$ cat src/rtl/core/itp_pkg.sv
`default_nettype none
package itp_pkg;

    localparam logic [7:0] C_CARET = 8'h5E;
    localparam logic [7:0] C_STAR  = 8'h2A;
    localparam logic [7:0] C_SLASH = 8'h2F;
    localparam logic [7:0] C_PLUS  = 8'h2B;
    localparam logic [7:0] C_MINUS = 8'h2D;
    localparam logic [7:0] C_NUL   = 8'h00;

    localparam int unsigned STACK_DEPTH = 3;

    // output character source
    localparam logic [1:0] SEL_INPUT = 2'd0;
    localparam logic [1:0] SEL_TOP   = 2'd1;
    localparam logic [1:0] SEL_NUL   = 2'd2;

    typedef logic [1:0] t_rank;
    typedef logic [1:0] t_count;

    typedef struct packed {
        logic       accept;
        logic       emit;
        logic [1:0] emit_sel;
        logic       emit_last;
        logic       pop;
        logic       push;
    } t_cmd;

    typedef struct packed {
        logic in_letter;
        logic in_op;
        logic cur_end;
        logic top_ge;
        logic cnt_zero;
        logic cnt_one;
        logic cnt_full;
        logic out_free;
        logic any_emitted;
    } t_status;

    function automatic t_rank rank_of(input logic [7:0] c);
        t_rank r;
        r = 2'd0;
        if (c == C_CARET) r = 2'd3;
        else if (c == C_STAR || c == C_SLASH) r = 2'd2;
        else if (c == C_PLUS || c == C_MINUS) r = 2'd1;
        return r;
    endfunction

    function automatic logic is_letter(input logic [7:0] c);
        return (c >= 8'h61 && c <= 8'h7A) || (c >= 8'h41 && c <= 8'h5A);
    endfunction

endpackage
`default_nettype wire

$ cat src/rtl/core/infix_to_postfix_converter.sv
// One item at a time: an accept step, then an emit step for each output character
// (the operator pop/flush loop in the controller), plus a push step for
// an operator, or a decode step for an ignored character that emits nothing.
// Emit steps wait while the output register holds a character that is not taken.
// Results leave through a single output register.
// Reset: synchronous, active low; clears the stack count, state and output valid.
`default_nettype none
module infix_to_postfix_converter (
    input  wire logic       i_clk,
    input  wire logic       i_rst_n,
    input  wire logic       i_valid,
    output logic            o_ready,
    input  wire logic [7:0] i_in_char,
    input  wire logic       i_end_of_expression,
    output logic            o_valid,
    input  wire logic       i_ready,
    output logic [7:0]      o_out_char,
    output logic            o_last
);

    itp_pkg::t_cmd    cmd;
    itp_pkg::t_status status;

    itp_controller u_ctrl (
        .i_clk      (i_clk),
        .i_rst_n    (i_rst_n),
        .i_in_valid (i_valid),
        .o_in_ready (o_ready),
        .i_status   (status),
        .o_cmd      (cmd)
    );

    itp_datapath u_dp (
        .i_clk               (i_clk),
        .i_rst_n             (i_rst_n),
        .i_cmd               (cmd),
        .o_status            (status),
        .i_in_char           (i_in_char),
        .i_end_of_expression (i_end_of_expression),
        .i_out_ready         (i_ready),
        .o_out_valid         (o_valid),
        .o_out_char          (o_out_char),
        .o_last              (o_last)
    );

endmodule
`default_nettype wire

$ cat src/rtl/core/itp_datapath.sv
`default_nettype none
module itp_datapath (
    input  wire logic              i_clk,
    input  wire logic              i_rst_n,
    input  wire itp_pkg::t_cmd     i_cmd,
    output itp_pkg::t_status       o_status,
    input  wire logic [7:0]        i_in_char,
    input  wire logic              i_end_of_expression,
    input  wire logic              i_out_ready,
    output logic                   o_out_valid,
    output logic [7:0]             o_out_char,
    output logic                   o_last
);

    logic [7:0]      r_stack [itp_pkg::STACK_DEPTH];
    itp_pkg::t_count r_count;
    itp_pkg::t_count n_count;
    logic [7:0]      r_char;
    logic            r_end;
    logic            r_any;
    logic            r_valid;
    logic [7:0]      r_out_char;
    logic            r_out_last;
    logic [7:0]      top;
    logic [7:0]      emit_char;
    logic            out_free;

    always_comb begin
        case (r_count)
            2'd1:    top = r_stack[0];
            2'd2:    top = r_stack[1];
            2'd3:    top = r_stack[2];
            default: top = itp_pkg::C_NUL;
        endcase
    end

    always_comb begin
        case (i_cmd.emit_sel)
            itp_pkg::SEL_INPUT: emit_char = r_char;
            itp_pkg::SEL_TOP:   emit_char = top;
            default:            emit_char = itp_pkg::C_NUL;
        endcase
    end

    assign out_free = !r_valid || i_out_ready;

    always_comb begin
        n_count = r_count;
        if (i_cmd.pop)       n_count = r_count - 2'd1;
        else if (i_cmd.push) n_count = r_count + 2'd1;
    end

    always_ff @(posedge i_clk) begin
        if (!i_rst_n) begin
            r_count <= '0;
            r_valid <= 1'b0;
            r_any   <= 1'b0;
        end else begin
            r_count <= n_count;
            if (i_cmd.emit)          r_valid <= 1'b1;
            else if (i_out_ready)    r_valid <= 1'b0;
            if (i_cmd.accept)        r_any   <= 1'b0;
            else if (i_cmd.emit)     r_any   <= 1'b1;
        end
    end

    always_ff @(posedge i_clk) begin
        if (i_cmd.accept) begin
            r_char <= i_in_char;
            r_end  <= i_end_of_expression;
        end
        if (i_cmd.push) begin
            r_stack[r_count] <= r_char;
        end
        if (i_cmd.emit) begin
            r_out_char <= emit_char;
            r_out_last <= i_cmd.emit_last;
        end
    end

    always_comb begin
        o_status.in_letter   = itp_pkg::is_letter(i_in_char);
        o_status.in_op       = itp_pkg::rank_of(i_in_char) != 2'd0;
        o_status.cur_end     = r_end;
        o_status.top_ge      = (r_count != 2'd0) &&
                               (itp_pkg::rank_of(top) >= itp_pkg::rank_of(r_char));
        o_status.cnt_zero    = r_count == 2'd0;
        o_status.cnt_one     = r_count == 2'd1;
        o_status.cnt_full    = r_count == 2'(itp_pkg::STACK_DEPTH);
        o_status.out_free    = out_free;
        o_status.any_emitted = r_any;
    end

    assign o_out_valid = r_valid;
    assign o_out_char  = r_out_char;
    assign o_last      = r_out_last;

endmodule
`default_nettype wire

$ cat src/rtl/core/itp_controller.sv
`default_nettype none
module itp_controller (
    input  wire logic              i_clk,
    input  wire logic              i_rst_n,
    input  wire logic              i_in_valid,
    output logic                   o_in_ready,
    input  wire itp_pkg::t_status  i_status,
    output itp_pkg::t_cmd          o_cmd
);

    localparam logic [1:0] S_IDLE   = 2'd0;
    localparam logic [1:0] S_LETTER = 2'd1;
    localparam logic [1:0] S_POP    = 2'd2;
    localparam logic [1:0] S_FLUSH  = 2'd3;

    logic [1:0] r_state;
    logic [1:0] n_state;

    assign o_in_ready = (r_state == S_IDLE);

    always_comb begin
        n_state         = r_state;
        o_cmd.accept    = 1'b0;
        o_cmd.emit      = 1'b0;
        o_cmd.emit_sel  = itp_pkg::SEL_INPUT;
        o_cmd.emit_last = 1'b0;
        o_cmd.pop       = 1'b0;
        o_cmd.push      = 1'b0;
        unique case (r_state)
            S_IDLE: begin
                if (i_in_valid) begin
                    o_cmd.accept = 1'b1;
                    // classify on the incoming character
                    if (i_status.in_letter)  n_state = S_LETTER;
                    else if (i_status.in_op) n_state = S_POP;
                    else                     n_state = S_FLUSH;
                end
            end
            S_LETTER: begin
                if (i_status.out_free) begin
                    o_cmd.emit      = 1'b1;
                    o_cmd.emit_sel  = itp_pkg::SEL_INPUT;
                    o_cmd.emit_last = i_status.cur_end && i_status.cnt_zero;
                    n_state = (i_status.cur_end && !i_status.cnt_zero) ? S_FLUSH : S_IDLE;
                end
            end
            S_POP: begin
                if (i_status.top_ge) begin
                    if (i_status.out_free) begin
                        o_cmd.emit     = 1'b1;
                        o_cmd.emit_sel = itp_pkg::SEL_TOP;
                        o_cmd.pop      = 1'b1;
                    end
                end else begin
                    o_cmd.push = !i_status.cnt_full;
                    n_state    = i_status.cur_end ? S_FLUSH : S_IDLE;
                end
            end
            S_FLUSH: begin
                if (!i_status.cur_end) begin
                    n_state = S_IDLE;
                end else if (!i_status.cnt_zero) begin
                    if (i_status.out_free) begin
                        o_cmd.emit      = 1'b1;
                        o_cmd.emit_sel  = itp_pkg::SEL_TOP;
                        o_cmd.emit_last = i_status.cnt_one;
                        o_cmd.pop       = 1'b1;
                        if (i_status.cnt_one) n_state = S_IDLE;
                    end
                end else if (i_status.any_emitted) begin
                    n_state = S_IDLE;
                end else if (i_status.out_free) begin
                    // end item produced nothing: send the empty marker
                    o_cmd.emit      = 1'b1;
                    o_cmd.emit_sel  = itp_pkg::SEL_NUL;
                    o_cmd.emit_last = 1'b1;
                    n_state = S_IDLE;
                end
            end
            default: n_state = S_IDLE;
        endcase
    end

    always_ff @(posedge i_clk) begin
        if (!i_rst_n) begin
            r_state <= S_IDLE;
        end else begin
            r_state <= n_state;
        end
    end

endmodule
`default_nettype wire
$ cat config.mk
export PLATFORM = sky130hd
export DESIGN_NAME = infix_to_postfix_converter
export DESIGN_NICKNAME = d
export VERILOG_FILES = /design/src/rtl/core/itp_pkg.sv /design/src/rtl/core/infix_to_postfix_converter.sv /design/src/rtl/core/itp_datapath.sv /design/src/rtl/core/itp_controller.sv
export SDC_FILE = /design/constraint.sdc
export NUM_CORES = 1
export LEC_CHECK = 0
export ABC_CLOCK_PERIOD_IN_PS = 4000
export BUFFER_PORTS_ARGS = -buffer_cell sky130_fd_sc_hd__buf_2
export CAP_MARGIN = 10
export CORE_MARGIN = 4
export CORE_UTILIZATION = 39
export DETAILED_ROUTE_END_ITERATION = 10
export PLACE_DENSITY = 0.57
export SYNTH_ARGS = -nofsm -noshare
export SYNTH_HDL_FRONTEND = slang
export SYNTH_SLANG_ARGS = --single-unit
export TNS_END_PERCENT = 20
$ cat constraint.sdc
create_clock -name i_clk -period 4 [get_ports i_clk]
set_clock_uncertainty 0.05 [all_clocks]
set_input_delay 0.8 -clock i_clk [delete_from_list [all_inputs] [get_ports i_clk]]
set_output_delay 0.8 -clock i_clk [all_outputs]
set_load 0.01 [all_outputs]
Word level (Yosys, flattened, before mapping)
Memory sizes are Yosys's and may differ from the RTL's.
Index checks and enable logic that the tools add are counted.
Widths: inputs -> output; s select.
{"block": "classes", "add_sub_neg": 2, "bitwise_logic": 1, "n_reduce_logical": 25, "mux": 49, "magnitude_cmp": 5, "eq_ne": 28}
{"cell": "$eq 8x6->1 const B", "count": 12}
{"cell": "$mux 2", "count": 20}
{"cell": "$eq 8x7->1 const B", "count": 3}
{"cell": "$pmux 8 s3", "count": 1}
{"cell": "$ge 8x7->1 const B", "count": 2}
{"cell": "$le 8x7->1 const B", "count": 2}
{"cell": "$mux 4", "count": 4}
{"cell": "$pmux 8 s2", "count": 1}
{"cell": "$mux 1", "count": 15}
{"cell": "$ne 4x4->1 const B", "count": 3}
{"cell": "$mux 5", "count": 2}
{"cell": "$pmux 3 s3", "count": 1}
{"cell": "$eq 2x2->1 const B", "count": 4}
{"cell": "$logic_or 1x1->1", "count": 8}
{"cell": "$pmux 2 s4", "count": 1}
{"cell": "$reduce_bool 2->1", "count": 4}
{"cell": "$eq 2x1->1 const B", "count": 3}
{"cell": "$logic_not 2->1", "count": 3}
{"cell": "$mux 3", "count": 2}
{"cell": "$reduce_and 6->1", "count": 1}
{"cell": "$logic_and 1x1->1", "count": 5}
{"cell": "$ne 2x2->1 const B", "count": 2}
{"cell": "$pmux 1 s2", "count": 2}
{"cell": "$logic_not 1->1", "count": 3}
{"cell": "other kinds (6)", "count": 6}
{"block": "totals", "mem_count": 1, "mem_bits_rw": 24, "regBits": 24, "in_bits": 13, "output_inout_bits": 11, "wordCells": 119}
{"memory": "u_dp.r_stack", "depth": 3, "width": 8, "rd": 3, "rd_clocked_by_memory_dff": 0, "wr": 1, "line_no": "itp_datapath.sv:15", "source": "logic [7:0] r_stack [itp_pkg::STACK_DEPTH];"}

Logic depth before layout (Yosys ltp)
{"block": "logic_depth", "word_depth": 13, "depth_mapped": 15, "depth_no_buf": 13}

Modules after synthesis
From an unflattened synthesis, not the netlist that was laid out.
{"block": "unflattened", "cells_unflattened": 188, "area_unflattened_um2": 2264.7}
{"module": "itp_datapath", "seq_area_each_um2": 1341.3, "area_each_um2": 1999.4, "cells_each": 146, "n_inst": 1}
{"module": "itp_controller", "seq_area_each_um2": 40.0, "area_each_um2": 265.3, "cells_each": 42, "n_inst": 1}

Worst setup path after synthesis
No wires, ideal clock.
{"block": "synth_path", "path_type": "register -> register", "startpoint": "register u_dp.r_count[1]", "endpoint": "register u_dp.r_out_last, in the netlist u_dp.o_last, enable pin", "required_ns": 3.574, "setup_time_ns": 0.376, "stages_incl_launch_ff": 13, "period_less_slack_ns": 3.898, "arrival_ns": 3.473, "setup_slack_ns": 0.102, "path_buffers": 1, "cell_sequence": "dfxtp_1 inv_1 ha_1 buf_6 a222oi_1 nand4b_1 or4_1 a2111oi_2 ha_1 nor3b_1 nor4b_1 nor3_1 nor2_1"}
{"item": "from (decl)", "line_no": "itp_datapath.sv:16", "source": "itp_pkg::t_count r_count;"}
{"item": "from (signal assigned)", "line_no": "itp_datapath.sv:59", "source": "r_count <= n_count;"}
{"item": "to (signal assigned)", "line_no": "itp_datapath.sv:77", "source": "r_out_last <= i_cmd.emit_last;"}
{"item": "to (decl)", "line_no": "itp_datapath.sv:23", "source": "logic r_out_last;"}

Worst setup path in the final report
{"block": "layout_path", "startpoint": "register u_dp.r_count[1]", "endpoint": "register u_dp.r_out_char[2], in the netlist u_dp.o_out_char[2], data pin"}
{"block": "layout_between", "elab_chain_cells": 13, "word_cells_on_any_way": 25, "classes_between": "1 x order compare; 9 x eq/ne; 9 x mux; 6 x reduce/logical"}
{"item": "$eq 2x2->1 / $eq 2x1->1 (equally long branches)", "line_no": "itp_datapath.sv:29", "source": "case (r_count)"}
{"item": "$pmux 8 s3", "line_no": "itp_datapath.sv:29"}
{"item": "$eq 8x6->1", "line_no": "itp_pkg.sv:47", "source": "else if (c == C_PLUS || c == C_MINUS) r = 2'd1;"}
{"item": "$logic_or 1x1->1", "line_no": "itp_pkg.sv:47"}
{"item": "$mux 1", "line_no": "itp_pkg.sv:47"}
{"item": "$mux 2", "line_no": "itp_pkg.sv:46", "source": "else if (c == C_STAR || c == C_SLASH) r = 2'd2;"}
{"item": "$mux 2", "line_no": "itp_pkg.sv:45", "source": "if (c == C_CARET) r = 2'd3;"}
{"item": "$ge 2x2->1", "line_no": "itp_datapath.sv:86", "source": "(itp_pkg::rank_of(top) >= itp_pkg::rank_of(r_char));"}
{"item": "$logic_and 1x1->1", "line_no": "itp_datapath.sv:85", "source": "o_status.top_ge = (r_count != 2'd0) &&"}
{"item": "$mux 3", "line_no": "itp_controller.sv:48", "source": "if (i_status.top_ge) begin"}
{"item": "$pmux 3 s3", "line_no": "itp_controller.sv:29", "source": "unique case (r_state)"}
{"item": "$eq 2x1->1 / $logic_not 2->1 (equally long branches)", "line_no": "itp_datapath.sv:38", "source": "case (i_cmd.emit_sel)"}
{"item": "$pmux 8 s2 (*)", "line_no": "itp_datapath.sv:38"}
{"item": "net u_dp.emit_char[2]", "line_no": "itp_datapath.sv:25", "source": "logic [7:0] emit_char;"}
{"item": "to (signal assigned)", "line_no": "itp_datapath.sv:76", "source": "r_out_char <= emit_char;"}
{"item": "to (decl)", "line_no": "itp_datapath.sv:22", "source": "logic [7:0] r_out_char;"}
Mark *: on every way through the listed nets, which the timed path passes. The rest lies on a longest branch.
A chain may end at the register's enable or synchronous reset.

==> metrics.txt <==
largest fanout on the critical path 12; Cell variety after synth 42; Area Growth Syn to Fin 19.4%; Hold Crit Start u_dp.r_char[3]$_DFFE_PP_; Mapped Cells about 180; CTS tree done; Fmax approximately 0.26 GHz; P per Cell Area 691 mW/mm²; Placed Cells between 200 and 300; die area ~0.007 mm²; Seq/Total Area, Yosys 0.629; Final GP Congestion between 0.8 and 0.9; initial antenna violation count 0; vias in the first global route about 1,600; global-route wire length before repair just under 8000 µm; Worst Reg-to-Reg Cells 10; Post-DP Area roughly 0.0024 mm²; top_reg_cell synth edfxtp_1; mean post-synth cell area around 13 µm²; DRT iter0 DRCs ~230; startpoint types register; root buf cell clkbuf_8; Nets about 230; WL final about 4600 µm; row count 27; Hold Path Cell Cnt 0; WS Path Type reg -> reg; most frequent CP cell ha_2; cts bufs inserted 5; Mapped Area about 0.0022 mm²; clk sinks 48; relative slew slack 0.559; Slew Limit Fails 0; setup violators final 0; gr usage total 0.139; WP buf/inv 1; fin crit period 3830 ps; IO Port Bufs 23; CTS clock-pin slew for the worst setup and hold paths roughly 90 ps; Max Cap Viol 0; Max clock buf depth 2; Leak slightly above 0.9 nW; CP endpoint kind register; Fillers 503; drt drc 0; Hold Violations, Final 0; final non-filler cell total roughly 280; met1 Use GR 0.183; Slowest-stage cell, CP or4_1; CP top delay family compound AO/OA/AOI/OAI gates; Overflow after GRT 0; vias ~1,600; Skew-Pair Late Insertion Delay 300 ps; slowest stage delay, CP ~580 ps; worst hold slack 529 ps; power consumption between 1.5 and 2 mW; H-tree Lvls 2; maximum vdd ir drop 0.222 mV; pin count of the biggest net entering global routing 17; post-DP HPWL 3300 µm; fin crit share 0.959; layout cell share with drive strength beyond 1 0.242; Hold EP u_dp.r_stack[0][3]$_DFFE_PP_; Initial Utilization 0.401; Seq cells post-synth 48; Post-synth EDFFs 42; FF-to-FF Start u_dp.r_count[1]$_SDFFE_PN0P_; drt pass-1 iters 7; global route hottest layer met2; Finished Cell Area ~0.0026 mm²; Final ANT Viol Nets 0; outcome complete, no violations; RR Endpoint u_dp.o_out_char[2]$_DFFE_PP_; die width roughly 83 µm; R2R setup slack 170 ps; Syn Nets about 190; CP Cell Sequence inv_1 > ha_2 > a222oi_1 > nand4b_1 > or4_1 > a2111oi_4 > ha_2 > a211oi_1 > a211o_1 > o21ai_0; GR Layer Usage met2 0.227; critical path data arrival time around 3800 ps; met3 Use GR 0.0298; worst slew pin tran about 660 ps; worst hold-check path type reg -> reg; WL/cell between 15 and 20 µm; Inserted Diodes 0; number of I/O pins 24; Die Ht just over 80 µm; WP data required roughly 4000 ps; core box area roughly 0.0055 mm²; Vias/cell roughly 5.7; async set-reset flop share out of synthesis 0; CTS Hold Bufs 0; Yosys warnings 0
report_power, final:
group	total, mW	switching, mW	leakage, nW	internal [mW]
clock network	0.410	0.159	0.0687	0.251
logic	0.602	0.350	0.402	0.252
registers	0.800	0.0882	0.437	0.712
cell usage after synthesis (3+ instances only):
| master | count | area, µm² |
|---|---|---|
| nand3_1 | 3 | 15.0 |
| nand2_1 | 11 | 41.3 |
| nor3_1 | 3 | 15.0 |
| inv_1 | 7 | 26.3 |
| o21ai_0 | 15 | 75.1 |
| edfxtp_1 | 42 | 1260 |
| nor2_1 | 12 | 45.0 |
| a222oi_1 | 8 | 80.1 |
| nor3b_1 | 5 | 37.5 |
| nand2b_1 | 4 | 25.0 |
| clkbuf_1 | 3 | 11.3 |
| nor2b_1 | 5 | 31.3 |
| a21oi_1 | 8 | 40.0 |
| ha_1 | 6 | 75.1 |
| dfxtp_1 | 6 | 120 |
| nand4b_1 | 3 | 26.3 |
area by class of cell:
type | count | area (µm²) | area share
Sequential cell | 48 | 1380 | 0.527
Multi-Input combinational cell | 113 | 776 | 0.296
Timing Repair Buffer | 35 | 209 | 0.0797
Tap cell | 72 | 90.1 | 0.0344
Clock buffer | 5 | 68.8 | 0.0263
Clock inverter | 3 | 68.8 | 0.0263
Inverter | 7 | 26.3 | 0.0100
stage by stage:
step           utilization  setup slack, ps  setup TNS [ps]
3_5_place_dp         0.438            -7.50           -65.4
3_3_place_gp         0.438              170               0
2_1_floorplan            -              102               0
5_1_grt              0.479            -17.2           -84.4
4_1_cts              0.469             81.0               0
6_report             0.479              165               0
sequential cells by signal, indices dropped and copies added, names as in the netlist:
signal	count
u_dp.r_end	1
u_dp.r_any	1
u_dp.o_last	1
u_dp.o_out_char	8
u_dp.o_out_valid	1
u_dp.r_count	2
u_ctrl.r_state	2
u_dp.r_char	8
u_dp.r_stack	24
how the worst max path moves through the flow:
stage,startpoint,to,depth (start not counted)
5_1_grt,u_dp.r_count[1]$_SDFFE_PN0P_,u_dp.r_count[1]$_SDFFE_PN0P_,11
6_report,u_dp.r_count[1]$_SDFFE_PN0P_,u_dp.o_out_char[2]$_DFFE_PP_,10
3_5_place_dp,u_dp.r_count[1]$_SDFFE_PN0P_,u_dp.o_out_char[4]$_DFFE_PP_,13
2_1_floorplan,u_dp.r_count[1]$_SDFFE_PN0P_,u_dp.o_last$_DFFE_PP_,12
3_3_place_gp,u_dp.r_count[1]$_SDFFE_PN0P_,u_dp.o_out_char[5]$_DFFE_PP_,13
4_1_cts,u_dp.r_count[0]$_SDFFE_PN0P_,u_dp.r_any$_SDFFE_PP0P_,14
layout by cell type, fill, tap and decap left out, types with 3 or more instances in the layout:
cell type,count
buf_2,23
nor3b_1,5
nand2_1,11
edfxtp_1,42
o21ai_0,15
a222oi_1,8
ha_1,3
ha_2,3
dfxtp_1,5
clkbuf_8,5
buf_4,11
a21oi_1,8
nand2b_1,4
nor2_1,12
nand3_1,3
inv_1,7
nand4b_1,3
nor2b_1,5
kinds of logic after synthesis:
logic type	count (synthesis)	synth area share
and+or+nand+nor	58	0.148
AOI/OAI and AO/OA	47	0.147
DFF	48	0.629
xor gates and xnor gates	1	0.00399
buffers and inverters	14	0.0331
adders and majority gates	6	0.0342
muxes	1	0.00456
layer usage:
layer | vias to the layer above | routed length (µm)
met5 | - | 0
met4 | 0 | 92
met3 | 10 | 273
met2 | 70 | 2230
met1 | 777 | 2030
li1 | 750 | -
what timing repair did:
| action | 4_1_cts | 5_1_grt |
|---|---|---|
| pin swaps | 4 | 3 |
| gates resized for setup | 2 | 7 |
| setup buffers | 3 | 3 |
| setup endpoints to repair | 11 | 36 |
Power figures use the tool's default switching activity.
